--- src/sv/tifi_pkg.sv ---
// Package for the timed input fault injector.
// Holds field widths, status and command codes, and the state and result types.
// No dependencies; every other file of the block imports it.
`default_nettype none

package tifi_pkg;

  // Width of the wrapping time base that elapsed time is taken modulo.
  localparam int unsigned TIME_WIDTH = 32;
  localparam int unsigned CMP_W      = (TIME_WIDTH > 32) ? TIME_WIDTH : 32;

  localparam int unsigned IN_BITS   = 132;
  localparam int unsigned IN_BYTES  = (IN_BITS + 7) / 8;
  localparam int unsigned OUT_BITS  = 167;
  localparam int unsigned OUT_BYTES = (OUT_BITS + 7) / 8;

  // Configuration register indexes.
  localparam logic [1:0] REG_MIN_DUR = 2'd0;
  localparam logic [1:0] REG_MAX_DUR = 2'd1;
  localparam logic [1:0] REG_MAGIC   = 2'd2;

  // Mailbox commands. The two reserved codes are always refused.
  localparam logic [1:0] CMD_INJECT = 2'd0;
  localparam logic [1:0] CMD_ABORT  = 2'd1;
  localparam logic [1:0] CMD_RSVD2  = 2'd2;
  localparam logic [1:0] CMD_RSVD3  = 2'd3;

  // Status codes.
  localparam logic [2:0] ST_IDLE     = 3'd0;
  localparam logic [2:0] ST_ACTIVE   = 3'd1;
  localparam logic [2:0] ST_COMPLETE = 3'd2;
  localparam logic [2:0] ST_ABORTED  = 3'd3;
  localparam logic [2:0] ST_REJECTED = 3'd4;

  // Completion reasons.
  localparam logic [1:0] RSN_NONE    = 2'd0;
  localparam logic [1:0] RSN_TIMEOUT = 2'd1;
  localparam logic [1:0] RSN_ABORT   = 2'd2;

  typedef struct packed {
    logic [31:0] min_dur;
    logic [31:0] max_dur;
    logic [31:0] magic_key;
  } cfg_t;

  typedef struct packed {
    logic [31:0] now_ms;
    logic        nat_vld;
    logic [31:0] req_seq;
    logic [1:0]  command_code;
    logic [31:0] duration_ms;
    logic        magic_write;
    logic [31:0] magic_value;
  } item_t;

  typedef struct packed {
    logic        injecting;
    logic [31:0] start_time;
    logic [31:0] remaining;
    logic [2:0]  status;
    logic [1:0]  reason;
    logic [31:0] applied_seq;
    logic [31:0] magic_reg;
    logic [31:0] accepted;
    logic [31:0] rejected;
    logic [31:0] injected;
    logic [31:0] nat_invalid;
  } state_t;

  typedef struct packed {
    logic        out_valid;
    logic [2:0]  out_status;
    logic [1:0]  out_reason;
    logic [31:0] out_remaining_ms;
    logic        out_active;
    logic [31:0] out_accepted;
    logic [31:0] out_rejected;
    logic [31:0] out_injected;
    logic [31:0] out_natural_invalid;
  } result_t;

endpackage

`default_nettype wire

--- src/sv/tifi_cfg.sv ---
// Configuration register file of the fault injector: duration limits and magic key.
// Depends on tifi_pkg.
`default_nettype none

module tifi_cfg
  import tifi_pkg::*;
(
  input  wire logic        clk_i,
  input  wire logic        rst_ni,
  input  wire logic        we_i,
  input  wire logic [1:0]  addr_i,
  input  wire logic [31:0] data_i,
  output cfg_t             cfg_o
);

  cfg_t cfg_q, cfg_d;

  always_comb begin
    cfg_d = cfg_q;
    if (we_i) begin
      case (addr_i)
        REG_MIN_DUR: cfg_d.min_dur   = data_i;
        REG_MAX_DUR: cfg_d.max_dur   = data_i;
        REG_MAGIC:   cfg_d.magic_key = data_i;
        default:     cfg_d = cfg_q;
      endcase
    end
  end

  always_ff @(posedge clk_i or negedge rst_ni) begin
    if (!rst_ni) begin
      cfg_q.min_dur   <= 32'd1;
      cfg_q.max_dur   <= 32'd60000;
      cfg_q.magic_key <= 32'd1;
    end else begin
      cfg_q <= cfg_d;
    end
  end

  assign cfg_o = cfg_q;

endmodule

`default_nettype wire

--- src/sv/tifi_step.sv ---
// Single-pass update of the injector for one sample tick: request check,
// window timing and counters. Purely combinational; depends on tifi_pkg.
`default_nettype none

module tifi_step
  import tifi_pkg::*;
(
  input  wire cfg_t   cfg_i,
  input  wire item_t  item_i,
  input  wire state_t state_i,
  output state_t      state_o,
  output result_t     result_o
);

  logic [31:0]        magic;
  logic               new_req;
  logic               refuse;
  logic [TIME_WIDTH-1:0] elapsed;
  logic [CMP_W-1:0]   elapsed_w;
  logic [CMP_W-1:0]   dur_w;
  logic               valid;
  state_t             s;

  always_comb begin
    s       = state_i;
    magic   = item_i.magic_write ? item_i.magic_value : state_i.magic_reg;
    new_req = (item_i.req_seq != state_i.applied_seq);
    refuse  = 1'b0;

    if (new_req) begin
      if (item_i.req_seq == 32'd0 || magic != cfg_i.magic_key) begin
        refuse = 1'b1;
      end else if (item_i.command_code == CMD_INJECT) begin
        if (state_i.injecting || item_i.duration_ms < cfg_i.min_dur ||
            item_i.duration_ms > cfg_i.max_dur) begin
          refuse = 1'b1;
        end else begin
          s.injecting  = 1'b1;
          s.start_time = item_i.now_ms;
          s.remaining  = item_i.duration_ms;
          s.reason     = RSN_NONE;
          s.status     = ST_ACTIVE;
          s.accepted   = state_i.accepted + 32'd1;
        end
      end else if (item_i.command_code == CMD_ABORT) begin
        s.accepted  = state_i.accepted + 32'd1;
        s.injecting = 1'b0;
        s.remaining = 32'd0;
        s.status    = ST_ABORTED;
        s.reason    = RSN_ABORT;
      end else begin
        refuse = 1'b1;
      end

      if (refuse) begin
        s.rejected  = state_i.rejected + 32'd1;
        s.injecting = 1'b0;
        s.remaining = 32'd0;
        s.status    = ST_REJECTED;
        s.reason    = RSN_NONE;
      end
      s.applied_seq = item_i.req_seq;
      s.magic_reg   = 32'd0;
    end else begin
      s.magic_reg = magic;
    end

    // Elapsed time wraps at the time base width.
    elapsed   = TIME_WIDTH'(CMP_W'(item_i.now_ms) - CMP_W'(s.start_time));
    elapsed_w = CMP_W'(elapsed);
    dur_w     = CMP_W'(item_i.duration_ms);

    if (s.injecting) begin
      if (elapsed_w >= dur_w) begin
        s.injecting = 1'b0;
        s.remaining = 32'd0;
        s.status    = ST_COMPLETE;
        s.reason    = RSN_TIMEOUT;
      end else begin
        s.remaining = 32'(dur_w - elapsed_w);
      end
    end

    if (!item_i.nat_vld) begin
      s.nat_invalid = state_i.nat_invalid + 32'd1;
    end
    if (s.injecting) begin
      s.injected = state_i.injected + 32'd1;
      valid      = 1'b0;
    end else begin
      valid      = item_i.nat_vld;
    end
  end

  assign state_o = s;

  assign result_o.out_valid           = valid;
  assign result_o.out_status          = s.status;
  assign result_o.out_reason          = s.reason;
  assign result_o.out_remaining_ms    = s.remaining;
  assign result_o.out_active          = s.injecting;
  assign result_o.out_accepted        = s.accepted;
  assign result_o.out_rejected        = s.rejected;
  assign result_o.out_injected        = s.injected;
  assign result_o.out_natural_invalid = s.nat_invalid;

endmodule

`default_nettype wire

--- src/sv/timed_input_fault_injector_core.sv ---
// Top level of the timed input fault injector.
// Depends on tifi_pkg, tifi_cfg and tifi_step.
//
// Usage: every beat on the slave stream is one sample tick carrying the time, the
// natural validity of the watched input and a snapshot of the host mailbox
// (request sequence, command, duration, magic word). For every input beat exactly
// one result beat leaves on the master stream: the validity after injection, the
// status and completion reason, the time left in the window and four wrapping
// event counters.
// The beat is first captured in an input register; when it moves on, the tick's
// update is done in a single pass and written to the result register together with
// the new block state. A result beat is therefore presented on the master side from the
// result register, having passed through the input register first, and one beat per
// cycle is sustained while the receiver keeps m_axis_tready high.
// When the receiver stalls, the result register holds its beat and the input
// register still takes one more beat; after that s_axis_tready drops until the
// master side drains. No beat is lost or duplicated.
// Reset clears the block state: no window, status idle, reason none, all counters
// and last applied sequence zero; duration limits, magic key go to 1, 60000, 1.
// The user writes configuration through the cfg port only while idle, unenforced.
`default_nettype none

module timed_input_fault_injector_core
  import tifi_pkg::*;
(
  input  wire logic                     clk_i,
  input  wire logic                     rst_ni,

  // Fields from bit 0 up: now_ms[31:0], nat_vld[32], req_seq[64:33],
  // command_code[66:65], duration_ms[98:67], magic_write[99], magic_value[131:100].
  input  wire logic [IN_BYTES*8-1:0]    s_axis_tdata,
  input  wire logic                     s_axis_tvalid,
  output      logic                     s_axis_tready,

  // Fields from bit 0 up: out_valid[0], out_status[3:1], out_reason[5:4],
  // out_remaining_ms[37:6], out_active[38], out_accepted[70:39],
  // out_rejected[102:71], out_injected[134:103], out_natural_invalid[166:135].
  output      logic [OUT_BYTES*8-1:0]   m_axis_tdata,
  output      logic                     m_axis_tvalid,
  input  wire logic                     m_axis_tready,

  input  wire logic                     cfg_we_i,
  input  wire logic [1:0]               cfg_addr_i,
  input  wire logic [31:0]              cfg_data_i
);

  cfg_t    cfg;
  item_t   in_item;
  item_t   item_q;
  logic    item_vld_q;
  state_t  state_q, state_d;
  result_t res_d, res_q;
  logic    out_vld_q;
  logic    advance;

  tifi_cfg u_cfg (
    .clk_i  (clk_i),
    .rst_ni (rst_ni),
    .we_i   (cfg_we_i),
    .addr_i (cfg_addr_i),
    .data_i (cfg_data_i),
    .cfg_o  (cfg)
  );

  // Unpack the input beat, lowest field first.
  assign in_item.now_ms       = s_axis_tdata[31:0];
  assign in_item.nat_vld      = s_axis_tdata[32];
  assign in_item.req_seq      = s_axis_tdata[64:33];
  assign in_item.command_code = s_axis_tdata[66:65];
  assign in_item.duration_ms  = s_axis_tdata[98:67];
  assign in_item.magic_write  = s_axis_tdata[99];
  assign in_item.magic_value  = s_axis_tdata[131:100];

  // The captured beat moves into the result register when that slot is free or
  // being drained this cycle.
  assign advance       = item_vld_q && (!out_vld_q || m_axis_tready);
  assign s_axis_tready = !item_vld_q || advance;

  tifi_step u_step (
    .cfg_i    (cfg),
    .item_i   (item_q),
    .state_i  (state_q),
    .state_o  (state_d),
    .result_o (res_d)
  );

  always_ff @(posedge clk_i or negedge rst_ni) begin
    if (!rst_ni) begin
      item_vld_q <= 1'b0;
      out_vld_q  <= 1'b0;
      state_q    <= '0;
    end else begin
      if (s_axis_tready) begin
        item_vld_q <= s_axis_tvalid;
      end
      if (advance) begin
        out_vld_q <= 1'b1;
        state_q   <= state_d;
      end else if (m_axis_tready) begin
        out_vld_q <= 1'b0;
      end
    end
  end

  // Payload registers carry no reset.
  always_ff @(posedge clk_i) begin
    if (s_axis_tready && s_axis_tvalid) begin
      item_q <= in_item;
    end
    if (advance) begin
      res_q <= res_d;
    end
  end

  assign m_axis_tvalid = out_vld_q;
  assign m_axis_tdata  = {1'b0,
                          res_q.out_natural_invalid,
                          res_q.out_injected,
                          res_q.out_rejected,
                          res_q.out_accepted,
                          res_q.out_active,
                          res_q.out_remaining_ms,
                          res_q.out_reason,
                          res_q.out_status,
                          res_q.out_valid};

endmodule

`default_nettype wire
--- config.mk ---
export PLATFORM = sky130hd
export DESIGN_NAME = timed_input_fault_injector_core
export DESIGN_NICKNAME = d
export VERILOG_FILES = /design/src/sv/tifi_pkg.sv /design/src/sv/tifi_cfg.sv /design/src/sv/tifi_step.sv /design/src/sv/timed_input_fault_injector_core.sv
export SDC_FILE = /design/constraint.sdc
export NUM_CORES = 1
export LEC_CHECK = 0
export ABC_AREA = 1
export BUFFER_PORTS_ARGS = -buffer_cell sky130_fd_sc_hd__clkbuf_2
export CAP_MARGIN = 0
export CORE_MARGIN = 1
export CORE_UTILIZATION = 35
export CTS_CLUSTER_SIZE = 24
export DETAILED_ROUTE_END_ITERATION = 8
export PLACE_DENSITY_LB_ADDON = 0.25
export SETUP_SLACK_MARGIN = 0.15
export SYNTH_ARGS = -nofsm -noshare
export SYNTH_HDL_FRONTEND = slang
export SYNTH_SLANG_ARGS = --single-unit
--- constraint.sdc ---
create_clock -name clk_i -period 8.4 [get_ports clk_i]
set_input_delay 1.68 -clock clk_i [delete_from_list [all_inputs] [get_ports clk_i]]
set_output_delay 1.68 -clock clk_i [all_outputs]
set_load 0.05 [all_outputs]
# ---- Word level (Yosys, flattened, before mapping)
# Index checks and enable logic that the tools add are counted.
dict set report totals {
  reg_bits 659
  input_bits 175
}
dict set report op_classes {
  muxes 32
  reduce_logical 17
  n_addsub 6
  eq_ne 5
  n_lt_le_gt_ge 3
}
# op n
set op_table {}
lappend op_table {{32-bit two-way mux} 11}
lappend op_table {{37-bit two-way mux} 4}
lappend op_table {{70-bit two-way mux} 2}
lappend op_table {{32-bit by 1-bit adder with 32-bit output (second input constant)} 4}
lappend op_table {{102-bit two-way mux} 1}
lappend op_table {{64-bit two-way mux} 1}
lappend op_table {{32-bit != test} 2}
lappend op_table {{32-bit subtractor} 2}
lappend op_table {{32-bit greater-or-equal comparator} 1}
lappend op_table {{32-bit > comparator} 1}
lappend op_table {{32-bit zero test} 1}
lappend op_table {{32-bit less-than comparator} 1}
lappend op_table {{1-bit two-way mux} 12}
lappend op_table {{2-bit AND reduction} 4}
lappend op_table {{1-bit logical OR} 5}
lappend op_table {{5-bit two-way mux} 1}
lappend op_table {{2-bit by 1-bit == test with 1-bit output (second input constant)} 2}
lappend op_table {{2-bit zero test} 2}
lappend op_table {{2-bit == test (second input constant)} 1}
lappend op_table {{1-bit logical AND} 2}
lappend op_table {{1-bit zero test} 2}
lappend op_table {{2-bit nonzero test} 1}

# ---- Depth between registers and ports, before layout
dict set report depth {
  word_depth 14
  ltp_mapped 50
}

# ---- Modules after synthesis
# Synthesis repeated with hierarchy kept, for this count alone.
dict set report unflattened {
  hier_cells 4422
  area_unflattened_um2 37220.7
}
# module instances seq_area_each_um2 cells_per_inst area_each_um2
set modules_own_cells {}
lappend modules_own_cells {timed_input_fault_injector_core 1 15584.9 1447 19452.4}
lappend modules_own_cells {tifi_step 1 0.0 2548 13758.2}
lappend modules_own_cells {tifi_cfg 1 2413.6 427 4010.1}

# ---- Worst setup path before layout
# Ideal clock, no wire load.
dict set report synth_path {
  path_kind {input to register}
  startpoint {in m_axis_tready}
  endpoint {reg res_q, in the netlist m_axis_tdata[0] (enable)}
  arrival_time_ns 7.154
  stages 7
  setup_slack_ns 0.651
  cell_sequence {inv_1 > nand2_1 > nand2_1 > clkbuf_1 > inv_1 > clkbuf_1 > buf_1}
}
dict set report synth_via {
  elab_chain_len 2
}
# element line
set synth_lines {}
lappend synth_lines {{start, declared} timed_input_fault_injector_core.sv:40} ;# input wire logic m_axis_tready,
lappend synth_lines {{1-bit logical OR} timed_input_fault_injector_core.sv:76} ;# assign advance = item_vld_q && (!out_vld_q || m_axis_tready);
lappend synth_lines {{1-bit logical AND} timed_input_fault_injector_core.sv:76}
lappend synth_lines {{net advance} timed_input_fault_injector_core.sv:54} ;# logic advance;
lappend synth_lines {{end signal, assigned} timed_input_fault_injector_core.sv:111} ;# res_q <= res_d;
lappend synth_lines {{end, declared} timed_input_fault_injector_core.sv:52} ;# result_t res_d, res_q;
# The timed path passes the listed nets, and every way through them passes these cells.
# A chain may end at the register's enable or synchronous reset.

==> metrics.md <==
| Metric | Value |
|---|---|
| Critical Path Start | `item_q[32]` |
| Source of the worst hold timing path | `state_q[131]` |
| CTS tree | `built` |
| End point of the critical path | `m_axis_tdata[21]` |
| Cell seen most often among critical-path stages | `buf_4` |
| Aggregate global routing overflow | `0` |
| Post-synth top area share | `0.261` |
| Clk Tree Root Cell | `clkbuf_16` |
| Post-route non-filler standard cell count | `5,630` |
| Nature of the critical path startpoint | `flop` |
| Commonest cells in the synthesized netlist | `nand2_1 (1,133), inv_1 (463), o21ai_0 (368)` |
| Share of synthesized area occupied by flip-flops and latches | `0.522` |
| Total negative slack | `0 ns` |
| Vias in the first global route | `26,100` |
| Count of boundary I/O pins | `345` |
| Peak supply drop | `0.130 mV` |
| Ys Warns | `0` |
| Antenna violations before repair | `1` |
| Delay contributed by the slowest stage of the critical path | `0.55 ns` |
| Horizontal die dimension | `316 µm` |
| Critical R2R Launch | `item_q[32]` |
| DP Cell Count | `5,481` |
| Initial DRC count | `2,032` |
| Via count | `27,300` |
| Class of the most critical setup path | `reg2reg` |
| Slew headroom | `0.278` |
| Post-Synthesis Cells | `3,949` |
| Multi-input combinational cell area | `14,200 µm²` |
| Count of hold buffers inserted by post-cts repair | `0` |
| Height of the die | `316 µm` |
| Synth Flop Type | `dfrtp_1` |
| Final estimated routing congestion in global placement | `0.908` |
| Critical Path Slowest Stage Cell | `edfxtp_1` |
| Period minus WS final | `7.56 ns` |
| Port bufs | `339` |
| Register area | `18,000 µm²` |
| Residual antenna-violating net count after detailed routing | `0` |
| Switching power as a share of total power | `0.354` |
| Worst EP required | `8.75 ns` |
| Die Area | `99,700 µm²` |
| Internal reg-to-reg setup slack | `0.84 ns` |
| Mean instance size in the synthesized netlist | `8.73 µm²` |
| Detailed placer's ending HPWL | `70,300 µm` |
| Combinational cell fraction of total power | `0.253` |
| Global-route total usage across every layer | `0.196` |
| Net switching power | `3.83 mW` |
| Syn nets | `4,256` |
| Worst reg2reg path endpoint | `m_axis_tdata[21]` |
| Final Hold Violating Endpoints | `0` |
| Number of sinks handled by clock tree synthesis | `659` |
| Share of async-settable or async-resettable flops after synthesis | `0.546` |
| CTS H-Tree Depth | `3` |
| Setup crit end kind | `flop` |
| Area leader, netlist | `edfxtp_1` |
| TritonCTS Buffers | `78` |
| Internal power component | `6.99 mW` |
| Router iterations before antenna repair | `6` |
| Wire length reported by the detailed router | `98,000 µm` |
| Count of cells along the worst register-to-register path | `39` |
| Skew-Pair Late Insertion Delay | `0.68 ns` |
| Via density per instance | `4.85` |
| Filler instances | `9,629` |
| Core area | `97,100 µm²` |
| Biggest fanout along the worst timing path | `17` |
| Flops & latches, synth | `659` |
| Reg power frac | `0.414` |
| Post-layout net count | `4,595` |
| Status | `finished, final reports clean` |
| Clock power frac | `0.333` |
| First-pass GRT wire length | `150,000 µm` |
| Transition at the pin with the smallest max-transition slack | `1.08 ns` |
| Initial Utilization | `0.355` |
| Post-synth EDFFs | `299` |
| Count of max-cap constraint violations | `0` |
| CP arrival | `7.91 ns` |
| Number of design rule violations left after detail routing | `0` |
| Worst min path class | `reg2reg` |
| Cell types with the largest area share after synthesis | `edfxtp_1 (26%), dfrtp_1 (25%), nand2_1 (12%)` |
| Fmax | `0.132 GHz` |
| Average detailed-routed wire length per instance | `17.4 µm` |
| Final setup vio count | `0` |
| Rows | `114` |
| Layout-stage area growth over the synthesis result | `17.2%` |
| Largest net degree at the start of global routing | `190` |
| Worst setup skew after layout | `0.0391 ns` |
| Number of buffers on the longest clock path | `3` |
| Power Dens Cells | `268 nW/µm²` |
| Final core occ | `0.416` |
| Clock-pin slew reported for the worst setup and hold paths after clock tree synthesis | `0.06 ns` |
| Final number of max-transition violations | `0` |
| Leakage power | `18.8 nW` |
| Layout cells sized above 1 | `0.134` |
| Synth Cell Area | `34,500 µm²` |
| Period utilisation layout | `0.900` |
| Setup repair after global routing missed its margin | `no` |
| Unique cell type count in the Yosys netlist | `55` |
| Top-count cell post-synth | `nand2_1` |
-- layout make-up --
cell class / instances / share of cell area
sequential: 659 / 0.445
multi-input combinational: 2696 / 0.351
timing repair buffer: 385 / 0.0529
clock buffer: 100 / 0.0521
inverter: 468 / 0.0438
tap: 1276 / 0.0395
clock inverter: 45 / 0.0152
antenna: 1 / 0.0000619
-- layer usage --
layer / GRT usage / wire, µm
met5: 0 / 16
met4: 0.0601 / 2290
met3: 0.0277 / 4250
met2: 0.317 / 45300
met1: 0.271 / 46100
-- power by group through the flow --
stage / combinational [mW] / clock (mW) / sequential [mW]
floorplan: 1.48 / 0 / 5.00
global placement: 2.71 / 0 / 4.53
detailed placement: 2.75 / 0 / 4.53
CTS: 2.76 / 3.71 / 4.48
global route: 3.07 / 3.83 / 4.55
finish: 2.74 / 3.60 / 4.48
-- kinds of logic (layout without fill, tap and decap cells) --
| kind of cell | count (synthesis) | count (layout) | share of synthesized area |
|---|---|---|---|
| flip-flops | 659 | 659 | 0.522 |
| AND/OR/NAND/NOR | 1740 | 1740 | 0.212 |
| multiplexers | 30 | 30 | 0.00871 |
| buffers and inverters | 594 | 998 | 0.0675 |
| other | 1 | 2 | 0.000109 |
| adder cells (fa/ha/maj) | 132 | 132 | 0.0484 |
| AO/OA/AOI/OAI | 624 | 624 | 0.0977 |
| XOR/XNOR | 169 | 169 | 0.0429 |
-- critical path: cells and delay by family, from the launching register on --
kind,cells,cell delay (ns)
buffers and inverters,9,1.58
flip-flops,1,0.55
multiplexers,1,0.16
XOR/XNOR,2,0.45
AND/OR/NAND/NOR,15,1.91
AO/OA/AOI/OAI,10,1.87
adder cells (fa/ha/maj),2,0.71
-- repair_timing --
| item | 4_1_cts | 5_1_grt |
|---|---|---|
| endpoints found under the setup margin | 0 | 141 |
| resized for setup | 0 | 10 |
| buffers inserted | 0 | 2 |
-- cells in the final DEF (no fill, tap or decap), types with 5 or more instances in the layout --
cell type / instances
clkinvlp_4: 6
nor2_1: 181
mux2i_1: 30
nand2_1: 1130
xor2_1: 121
o21ai_1: 47
a21o_1: 25
clkinv_2: 14
o21ai_0: 365
nand3_1: 173
nor3_1: 88
o21ai_2: 10
bufinv_16: 11
buf_4: 39
o21bai_1: 5
clkbuf_2: 339
clkbuf_1: 16
nor4_1: 24
xnor2_1: 48
a21boi_0: 9
clkbuf_16: 80
nand4_1: 71
edfxtp_1: 299
o211ai_1: 8
o22ai_1: 8
or2_2: 29
a31oi_1: 11
nand3b_1: 5
ha_1: 130
dfstp_2: 9
clkinv_1: 8
a21oi_1: 113
inv_1: 460
inv_2: 5
and2_1: 11
dfrtp_1: 351
o21a_1: 5
clkbuf_8: 5
-- metrics by stage --
step / instance area (µm²) / hold WS (ns) / power, mW / setup slack [ns]
6_report: 40400 / 0.479 / 10.8 / 0.841
5_1_grt: 40400 / 0.492 / 11.5 / 0.199
4_1_cts: 40300 / 0.479 / 10.9 / 0.281
3_5_place_dp: 37600 / 0.467 / 7.28 / 0.316
3_3_place_gp: 37600 / 0.460 / 7.24 / 0.352
2_1_floorplan: 34500 / 0.450 / 6.48 / 0.651
-- sequential cells by signal, indices dropped and copies added, names as in the netlist --
signal / flops
m_axis_tdata: 167
u_cfg.cfg_o: 96
state_q: 262
item_q: 132
item_vld_q: 1
m_axis_tvalid: 1
-- how the worst min path moves through the flow --
stage,end,depth (start not counted)
finish,state_q[131],1
global route,state_q[129],1
CTS,state_q[128],1
detailed placement,state_q[128],1
global placement,state_q[131],1
floorplan,state_q[128],1
No activity file was read; power rests on OpenSTA's default activity.
